**src/spq_pkg.sv**
```systemverilog
// ---------------------------------------------------------------------------
// spq_pkg
// Types, operation and status codes shared by the sorted priority stack.
// ---------------------------------------------------------------------------
package spq_pkg;

    localparam int SPQ_DEPTH   = 64;
    localparam int VALUE_W     = 32;
    localparam int INDEX_W     = 6;
    localparam int COUNT_OUT_W = 7;

    typedef enum logic [1:0] {
        KIND_PUSH = 2'd0,
        KIND_POP  = 2'd1,
        KIND_READ = 2'd2
    } kind_t;

    typedef enum logic [1:0] {
        ST_OK    = 2'd0,
        ST_EMPTY = 2'd1,
        ST_RANGE = 2'd2,
        ST_FULL  = 2'd3
    } status_t;

    // Command broadcast to every cell of the chain
    typedef struct packed {
        logic                      push;
        logic                      pop;
        logic signed [VALUE_W-1:0] val;
    } cell_cmd_t;

endpackage

```
**src/spq_cell.sv**
```systemverilog
// ---------------------------------------------------------------------------
// spq_cell
// One slot of the sorted chain: holds an entry, compares it against a pushed
// value, and takes a new entry from the push value or a neighbor.
// ---------------------------------------------------------------------------
module spq_cell
(
    input  logic                               clk,
    input  spq_pkg::cell_cmd_t                 cmd,
    input  logic                               occupied,
    input  logic                               prev_stays,
    input  logic signed [spq_pkg::VALUE_W-1:0] prev_value,
    input  logic signed [spq_pkg::VALUE_W-1:0] next_value,
    output logic signed [spq_pkg::VALUE_W-1:0] value,
    output logic                               stays
);
    import spq_pkg::*;

    logic signed [VALUE_W-1:0] value_reg;
    logic signed [VALUE_W-1:0] value_next;

    // Entry strictly larger than the pushed value keeps its place
    assign stays = occupied && (value_reg > cmd.val);
    assign value = value_reg;

    always_comb
    begin
        value_next = value_reg;
        if (cmd.push)
        begin
            if (!stays)
            begin
                // first cell that gives way takes the new value, the rest shift down
                value_next = prev_stays ? cmd.val : prev_value;
            end
        end
        else if (cmd.pop)
        begin
            value_next = next_value;
        end
    end

    always_ff @(posedge clk)
    begin
        value_reg <= value_next;
    end

endmodule

```
**config.mk**
```make
export PLATFORM = sky130hd
export DESIGN_NAME = spq_cell
export DESIGN_NICKNAME = d
export VERILOG_FILES = /design/src/spq_pkg.sv /design/src/spq_cell.sv
export SDC_FILE = /design/constraint.sdc
export NUM_CORES = 1
export LEC_CHECK = 0
export BUFFER_PORTS_ARGS = -buffer_cell sky130_fd_sc_hd__buf_4
export CAP_MARGIN = 30
export CORE_MARGIN = 2
export CORE_UTILIZATION = 41
export CTS_CLUSTER_DIAMETER = 120
export CTS_CLUSTER_SIZE = 20
export DETAILED_ROUTE_END_ITERATION = 10
export GPL_TIMING_DRIVEN = 0
export PLACE_DENSITY = 0.77
export SLEW_MARGIN = 0
export SYNTH_ARGS = -nofsm -noshare
export SYNTH_HDL_FRONTEND = slang
export SYNTH_SLANG_ARGS = --single-unit
```
**constraint.sdc**
```tcl
create_clock -name clk -period 4 [get_ports clk]
set_clock_uncertainty 0.15 [all_clocks]
set_input_delay 0.2 -clock clk [delete_from_list [all_inputs] [get_ports clk]]
set_output_delay 0.2 -clock clk [all_outputs]
set_load 0.03 [all_outputs]
```
==> results by group, run 1 <==
Final layout
  • Max FFs per register: 32
  • Multi-input logic area: 1390 µm²
  • Share of layout cells above drive strength 1: 36.8%
  • Finished Core Util: 62.5%
  • Design area: 3700 µm²
  • Area grow syn2layout: 47.3%
  • Layout fillers: 523
  • Register area: 961 µm²
  • Fin nets: 534
  • ANT cells: 0
  • Non-filler cells in the finished layout: 477

Drt
  • Residual DRC: 0
  • DR iter-0 viols: 89
  • Total number of vias: 2380
  • Wirelength per Cell: 14.1 µm
  • Vias per cell: 4.99
  • Antenna Nets Post-Route: 0
  • First drt pass iteration count: 4
  • Final wirelength: 6740 µm

Die
  • Die Width: 82.3 µm
  • Die area: 6770 µm²
  • Initial Util: 42.4%
  • Top Ports: 134
  • Cell Rows: 28
  • CORE AREA: 5920 µm²
  • Die H: 82.3 µm

Critical path
  • WP data arrival: 3.42 ns
  • Crit-path cells: ha_1 > nand4_2 > nor4_2 > a31oi_1 > and3_4 > a2bb2o_4 > a211oi_4 > buf_8
  • RR Endpoint: value[8]
  • Req. time, crit path: 3.84 ns
  • Crit path capture type: register
  • Reg-to-reg slack, setup: 0.42 ns
  • CP Max Fanout: 18
  • Critical path's slowest cell: a211oi_4
  • FF-to-FF Start: value[31]
  • Crit-path max cell delay: 0.80 ns
  • R2R depth: 8
  • Worst Path Class, Setup: reg2reg
  • Worst Setup Start Kind: register
  • CP startpoint: value[31]
  • Crit path to: value[8]

Synth
  • Synth Warn #: 0
  • Post-Syn Area: 2510 µm²
  • Seq/Total Area, Yosys: 38.3%
  • Syn nets: 394
  • Compound-cell area share of the yosys netlist: 14.2%
  • Synth Area in XOR/XNOR: 0%
  • Dominant synthesized flop cell: edfxtp_1
  • Largest family of logic cells by synthesized area: adder cells
  • Simple-gate area share of the yosys netlist: 12.2%
  • Yosys cell types: 33
  • EDFF count, synth: 32
  • #FFs+latches synth: 32
  • Post-synthesis mux area share: 12.8%
  • Average footprint of a synthesized cell: 9.62 µm²
  • Async S/R FF share, synth: 0%
  • Post-Synth Adder-Cell Area: 15.9%
  • Post-synthesis cell count: 261

STA
  • FMAX: 280 MHz
  • Setup ws final: 0.422 ns
  • Final hold vios: 0
  • Final worst-path cycle share: 89.4%
  • Setup violators final: 0
  • RSZ-0062 raised after global routing: no
  • Worst-Margin Slew: 0.968 ns
  • Slew margin rel.: 35.3%
  • Final TNS setup: 0 ns
  • Shortest period the worst path allows: 3.58 ns
  • Slew Limit Fails: 0
  • Hold slack: 0.0774 ns

GRT
  • Initial antenna violation count: 0
  • Grt total ovfl: 0
  • Vias in the first global route: 2354
  • Total track usage: 20.8%
  • Largest net degree at the start of global routing: 19
  • First-pass GRT wire length: 10700 µm

Clocking
  • H-tree Lvls: 2
  • Clock transition at path regs: 0.07 ns
  • Worst-skew pair later-pin latency: 0.29 ns
  • Total CTS buffers: 5
  • TritonCTS clock tree: yes
  • Setup bufs post-CTS: 0
  • Clk buf depth: 2
  • Clock Sinks: 32
  • Post-cts sizing count: 0
  • CTS root buffer: clkbuf_8
  • # hold bufs at CTS: 0

Place
  • PortBufs: 132
  • DP Cell Count: 469
  • Area after DPL: 3620 µm²
  • GPL Wtd Cong: 0.749
  • Place WS: 0.404 ns
  • Final HPWL DP: 5570 µm

Job
  • Maximum capacitance violations: 0

Status
  • Status: completed

Pwr
  • PwrDens: 308 nW/µm²
  • Final total power: 1.14 mW
  • Worst vdd ir: 0.196 mV
  • Leak: 1.84 nW

Worst hold path
  • Hold depth: 3
  • Worst Hold Class: in2reg
==> cell type report <==
cell class / instances / area share (%)
multi-input cells: 185 / 37.6
repair buffers: 133 / 27.2
inverters: 33 / 3.35
flip-flops and latches: 32 / 26.0
clock buffers: 7 / 2.06
plain buffers: 11 / 1.18
clock inverters: 1 / 0.101
well taps: 75 / 2.54
==> where the power goes <==
part / internal, mW / switching, mW / leakage [nW]
Clock: 0.121 / 0.121 / 0.0399
Combinational: 0.204 / 0.246 / 1.48
Sequential: 0.424 / 0.0222 / 0.315
==> cells in the mapped netlist, types with 2 or more instances <==
| cell type | instances | area [µm²] |
|---|---|---|
| a21oi_1 | 45 | 225 |
| nor2_1 | 36 | 135 |
| inv_1 | 33 | 124 |
| edfxtp_1 | 32 | 961 |
| ha_1 | 32 | 400 |
| mux2i_1 | 32 | 320 |
| nand2_1 | 6 | 22.5 |
| clkbuf_1 | 5 | 18.8 |
| nand4_1 | 5 | 31.3 |
| buf_1 | 4 | 15.0 |
| o21ai_0 | 4 | 20.0 |
| nand3_1 | 3 | 15.0 |
| buf_2 | 2 | 10.0 |
| nand4_2 | 2 | 25.0 |
| o211ai_1 | 2 | 15.0 |
==> worst min path at each step <==
stage / startpoint / end
after floorplan: next_value[30] / value[30]
after global placement: next_value[31] / value[31]
after detailed placement: next_value[31] / value[31]
after CTS: next_value[9] / value[9]
after global routing: next_value[14] / value[14]
final: next_value[5] / value[5]
==> cells in the final DEF, fill, tap and decap left out, types with 2 or more instances in the layout <==
cell type,n
buf_4,132
a21oi_1,45
nor2_1,36
inv_1,33
mux2i_1,32
ha_1,32
edfxtp_1,32
clkbuf_1,7
nand2_1,6
nand4_1,5
clkbuf_8,5
buf_1,4
o21ai_0,4
nand3_1,3
buf_2,2
nand4_2,2
o211ai_1,2
==> per-layer routing <==
layer  global-route usage (%)  up-vias  routed length, µm
li1                         -     1216                  -
met1                     23.3     1066               2620
met2                     38.1       85               3530
met3                     4.67       13                457
met4                     8.00        0                130
met5                        0        -                  0
==> critical path: cells and delay by family (launching register included) <==
kind	cells	cell delay [ns]
compound gates	3	1.21
fa+ha+maj	1	0.41
buf+inv	1	0.26
flops	1	0.39
simple gates	3	0.85
==> kinds of logic after synthesis <==
kind of cell / after synthesis
muxes: 32
AOI/OAI and AO/OA: 61
DFF: 32
adders and majority gates: 32
buffers and inverters: 44
and+or+nand+nor: 60
(Power assumes the default switching activity.)
==> inputs of run 2 (changes only) <==
- CORE_UTILIZATION: 41 -> 42
- CTS_BUF_LIST: not set -> sky130_fd_sc_hd__clkbuf_4
- PLACE_DENSITY: 0.77 -> 0.79
==> results by group, run 2 (synthesized netlist as in run 1, its figures left out) <==
Die
  • Die H: 81.3 µm (-1.1%)
  • CORE AREA: 5850 µm² (-1.2%)
  • Die Width: 81.3 µm (-1.1%)
  • Initial Util: 42.9% (+0.51 points)
  • Cell Rows: 28 (unchanged)
  • Top Ports: 134 (unchanged)
  • Die area: 6610 µm² (-2.3%)

STA
  • Setup violators final: 0 (unchanged)
  • Final TNS setup: 0 ns (unchanged)
  • Final hold vios: 0 (unchanged)
  • FMAX: 295 MHz (+5.5%)
  • Final worst-path cycle share: 84.8% (-4.7 points)
  • Worst-Margin Slew: 0.749 ns (-0.219 ns)
  • Slew Limit Fails: 0 (unchanged)
  • Shortest period the worst path allows: 3.39 ns (-0.187 ns)
  • Hold slack: 0.0367 ns (-0.0408 ns)
  • RSZ-0062 raised after global routing: no
  • Slew margin rel.: 50.1% (+15 points)

Critical path
  • Reg-to-reg slack, setup: 0.61 ns (+0.19 ns)
  • FF-to-FF Start: value[31]
  • Req. time, crit path: 3.89 ns (+0.05 ns)
  • CP Max Fanout: 13 (-5)
  • WP data arrival: 3.28 ns (-0.14 ns)
  • R2R depth: 8 (unchanged)
  • Crit path capture type: register
  • RR Endpoint: value[18]
  • Worst Setup Start Kind: register
  • Worst Path Class, Setup: reg2reg

Drt
  • Vias per cell: 5.05 (+1.1%)
  • First drt pass iteration count: 4 (unchanged)
  • Antenna Nets Post-Route: 0 (unchanged)
  • DR iter-0 viols: 43 (-52%)
  • Total number of vias: 2397 (+0.71%)
  • Final wirelength: 6810 µm (+0.99%)
  • Wirelength per Cell: 14.3 µm (+1.4%)
  • Residual DRC: 0 (unchanged)

Place
  • GPL Wtd Cong: 0.739 (-1.3%)
  • Final HPWL DP: 5690 µm (+2.2%)
  • DP Cell Count: 470 (+0.21%)
  • PortBufs: 132 (unchanged)

Clocking
  • Total CTS buffers: 5 (unchanged)
  • Worst-skew pair later-pin latency: 0.33 ns (+0.04 ns)
  • Setup bufs post-CTS: 0 (unchanged)
  • TritonCTS clock tree: yes
  • # hold bufs at CTS: 0 (unchanged)
  • H-tree Lvls: 2 (unchanged)
  • Clock Sinks: 32 (unchanged)
  • Post-cts sizing count: 0 (unchanged)
  • Clk buf depth: 2 (unchanged)
  • CTS root buffer: clkbuf_4
  • Clock transition at path regs: 0.09 ns (+0.02 ns)

Worst hold path
  • Hold depth: 3 (unchanged)
  • Worst Hold Class: in2reg
  • Hold endpoint: value[14]
  • Min-delay src: next_value[14]

GRT
  • First-pass GRT wire length: 10700 µm (+0.84%)
  • Grt total ovfl: 0 (unchanged)
  • Vias in the first global route: 2473 (+5.1%)
  • Initial antenna violation count: 0 (unchanged)
  • Total track usage: 21.2% (+0.37 points)
  • Largest net degree at the start of global routing: 14 (-5)

Final layout
  • Most common cell after layout, fill and taps aside: buf_4
  • Non-filler cells in the finished layout: 475 (-0.42%)
  • ANT cells: 0 (unchanged)
  • Area grow syn2layout: 46.0%
  • Fin nets: 535 (+0.19%)
  • Share of layout cells above drive strength 1: 37.3% (+0.43 points)
  • Commonest cells after routing, fill and taps aside: 132 x buf_4, 45 x a21oi_1, 36 x nor2_1
  • Max FFs per register: 32 (unchanged)

Status
  • Status: completed

Pwr
  • Worst vdd ir: 0.160 mV (-18%)
  • PwrDens: 290 nW/µm² (-5.8%)
  • Leak: 1.83 nW (-0.59%)

Job
  • Maximum capacitance violations: 0 (unchanged)
[run 2: cell types whose count changed in the layout (fill, tap and decap cells not counted)]
cell,before,now
clkinv_1,1,0
buf_6,0,1
clkbuf_4,0,5
clkbuf_1,7,5
clkbuf_8,5,0
[run 2: stage by stage]
stage               util [%]  setup WS, ns  total power, mW  cell area (µm²)
floorplan                  -        0.0906            0.711             2510
global placement        61.5        -0.658            0.895             3600
detailed placement      62.0         0.587            0.915             3630
CTS                     62.7         0.563             1.08             3670
global route            62.7         0.414             1.13             3670
finish                  62.7         0.609             1.06             3670
[run 2: final cells by class]
type,count,area (µm²)
Fill cell,526,2180
Multi-Input combinational cell,185,1390
Timing Repair Buffer,134,1020
Sequential cell,32,961
Inverter,33,124
Tap cell,75,93.8
Buffer,11,43.8
Clock buffer,5,37.5
[run 2: per-layer routing]
layer,vias up,global-route usage (%),wire (µm)
met1,1083,22.8,2650
met3,5,5.78,584
li1,1220,-,-
met2,89,40.7,3530
met4,0,4.92,51
met5,-,0,0
[run 2: power breakdown]
part / total, mW / internal [mW] / switching (mW)
registers: 0.447 / 0.423 / 0.0237
logic: 0.455 / 0.207 / 0.248
clock network: 0.162 / 0.0587 / 0.103
[run 2: worst max-delay path, stage by stage (launching register included)]
cell and delay, ns:
edfxtp_1 0.42, ha_1 0.42, nand4_2 0.19, nor4_2 0.41, a31oi_1 0.19, and3_4 0.23
a2bb2o_4 0.22, a211oi_4 0.62, buf_8 0.25
[run 2: worst max path at each step]
stage,startpoint,end,slack [ns],cells after the start
6_report,value[31],value[18],0.61,8
5_1_grt,value[31],value[24],0.41,8
4_1_cts,value[31],value[18],0.56,8
3_5_place_dp,value[31],value[12],0.59,8
3_3_place_gp,value[31],value[8],-0.66,7
2_1_floorplan,value[31],value[0],0.09,7
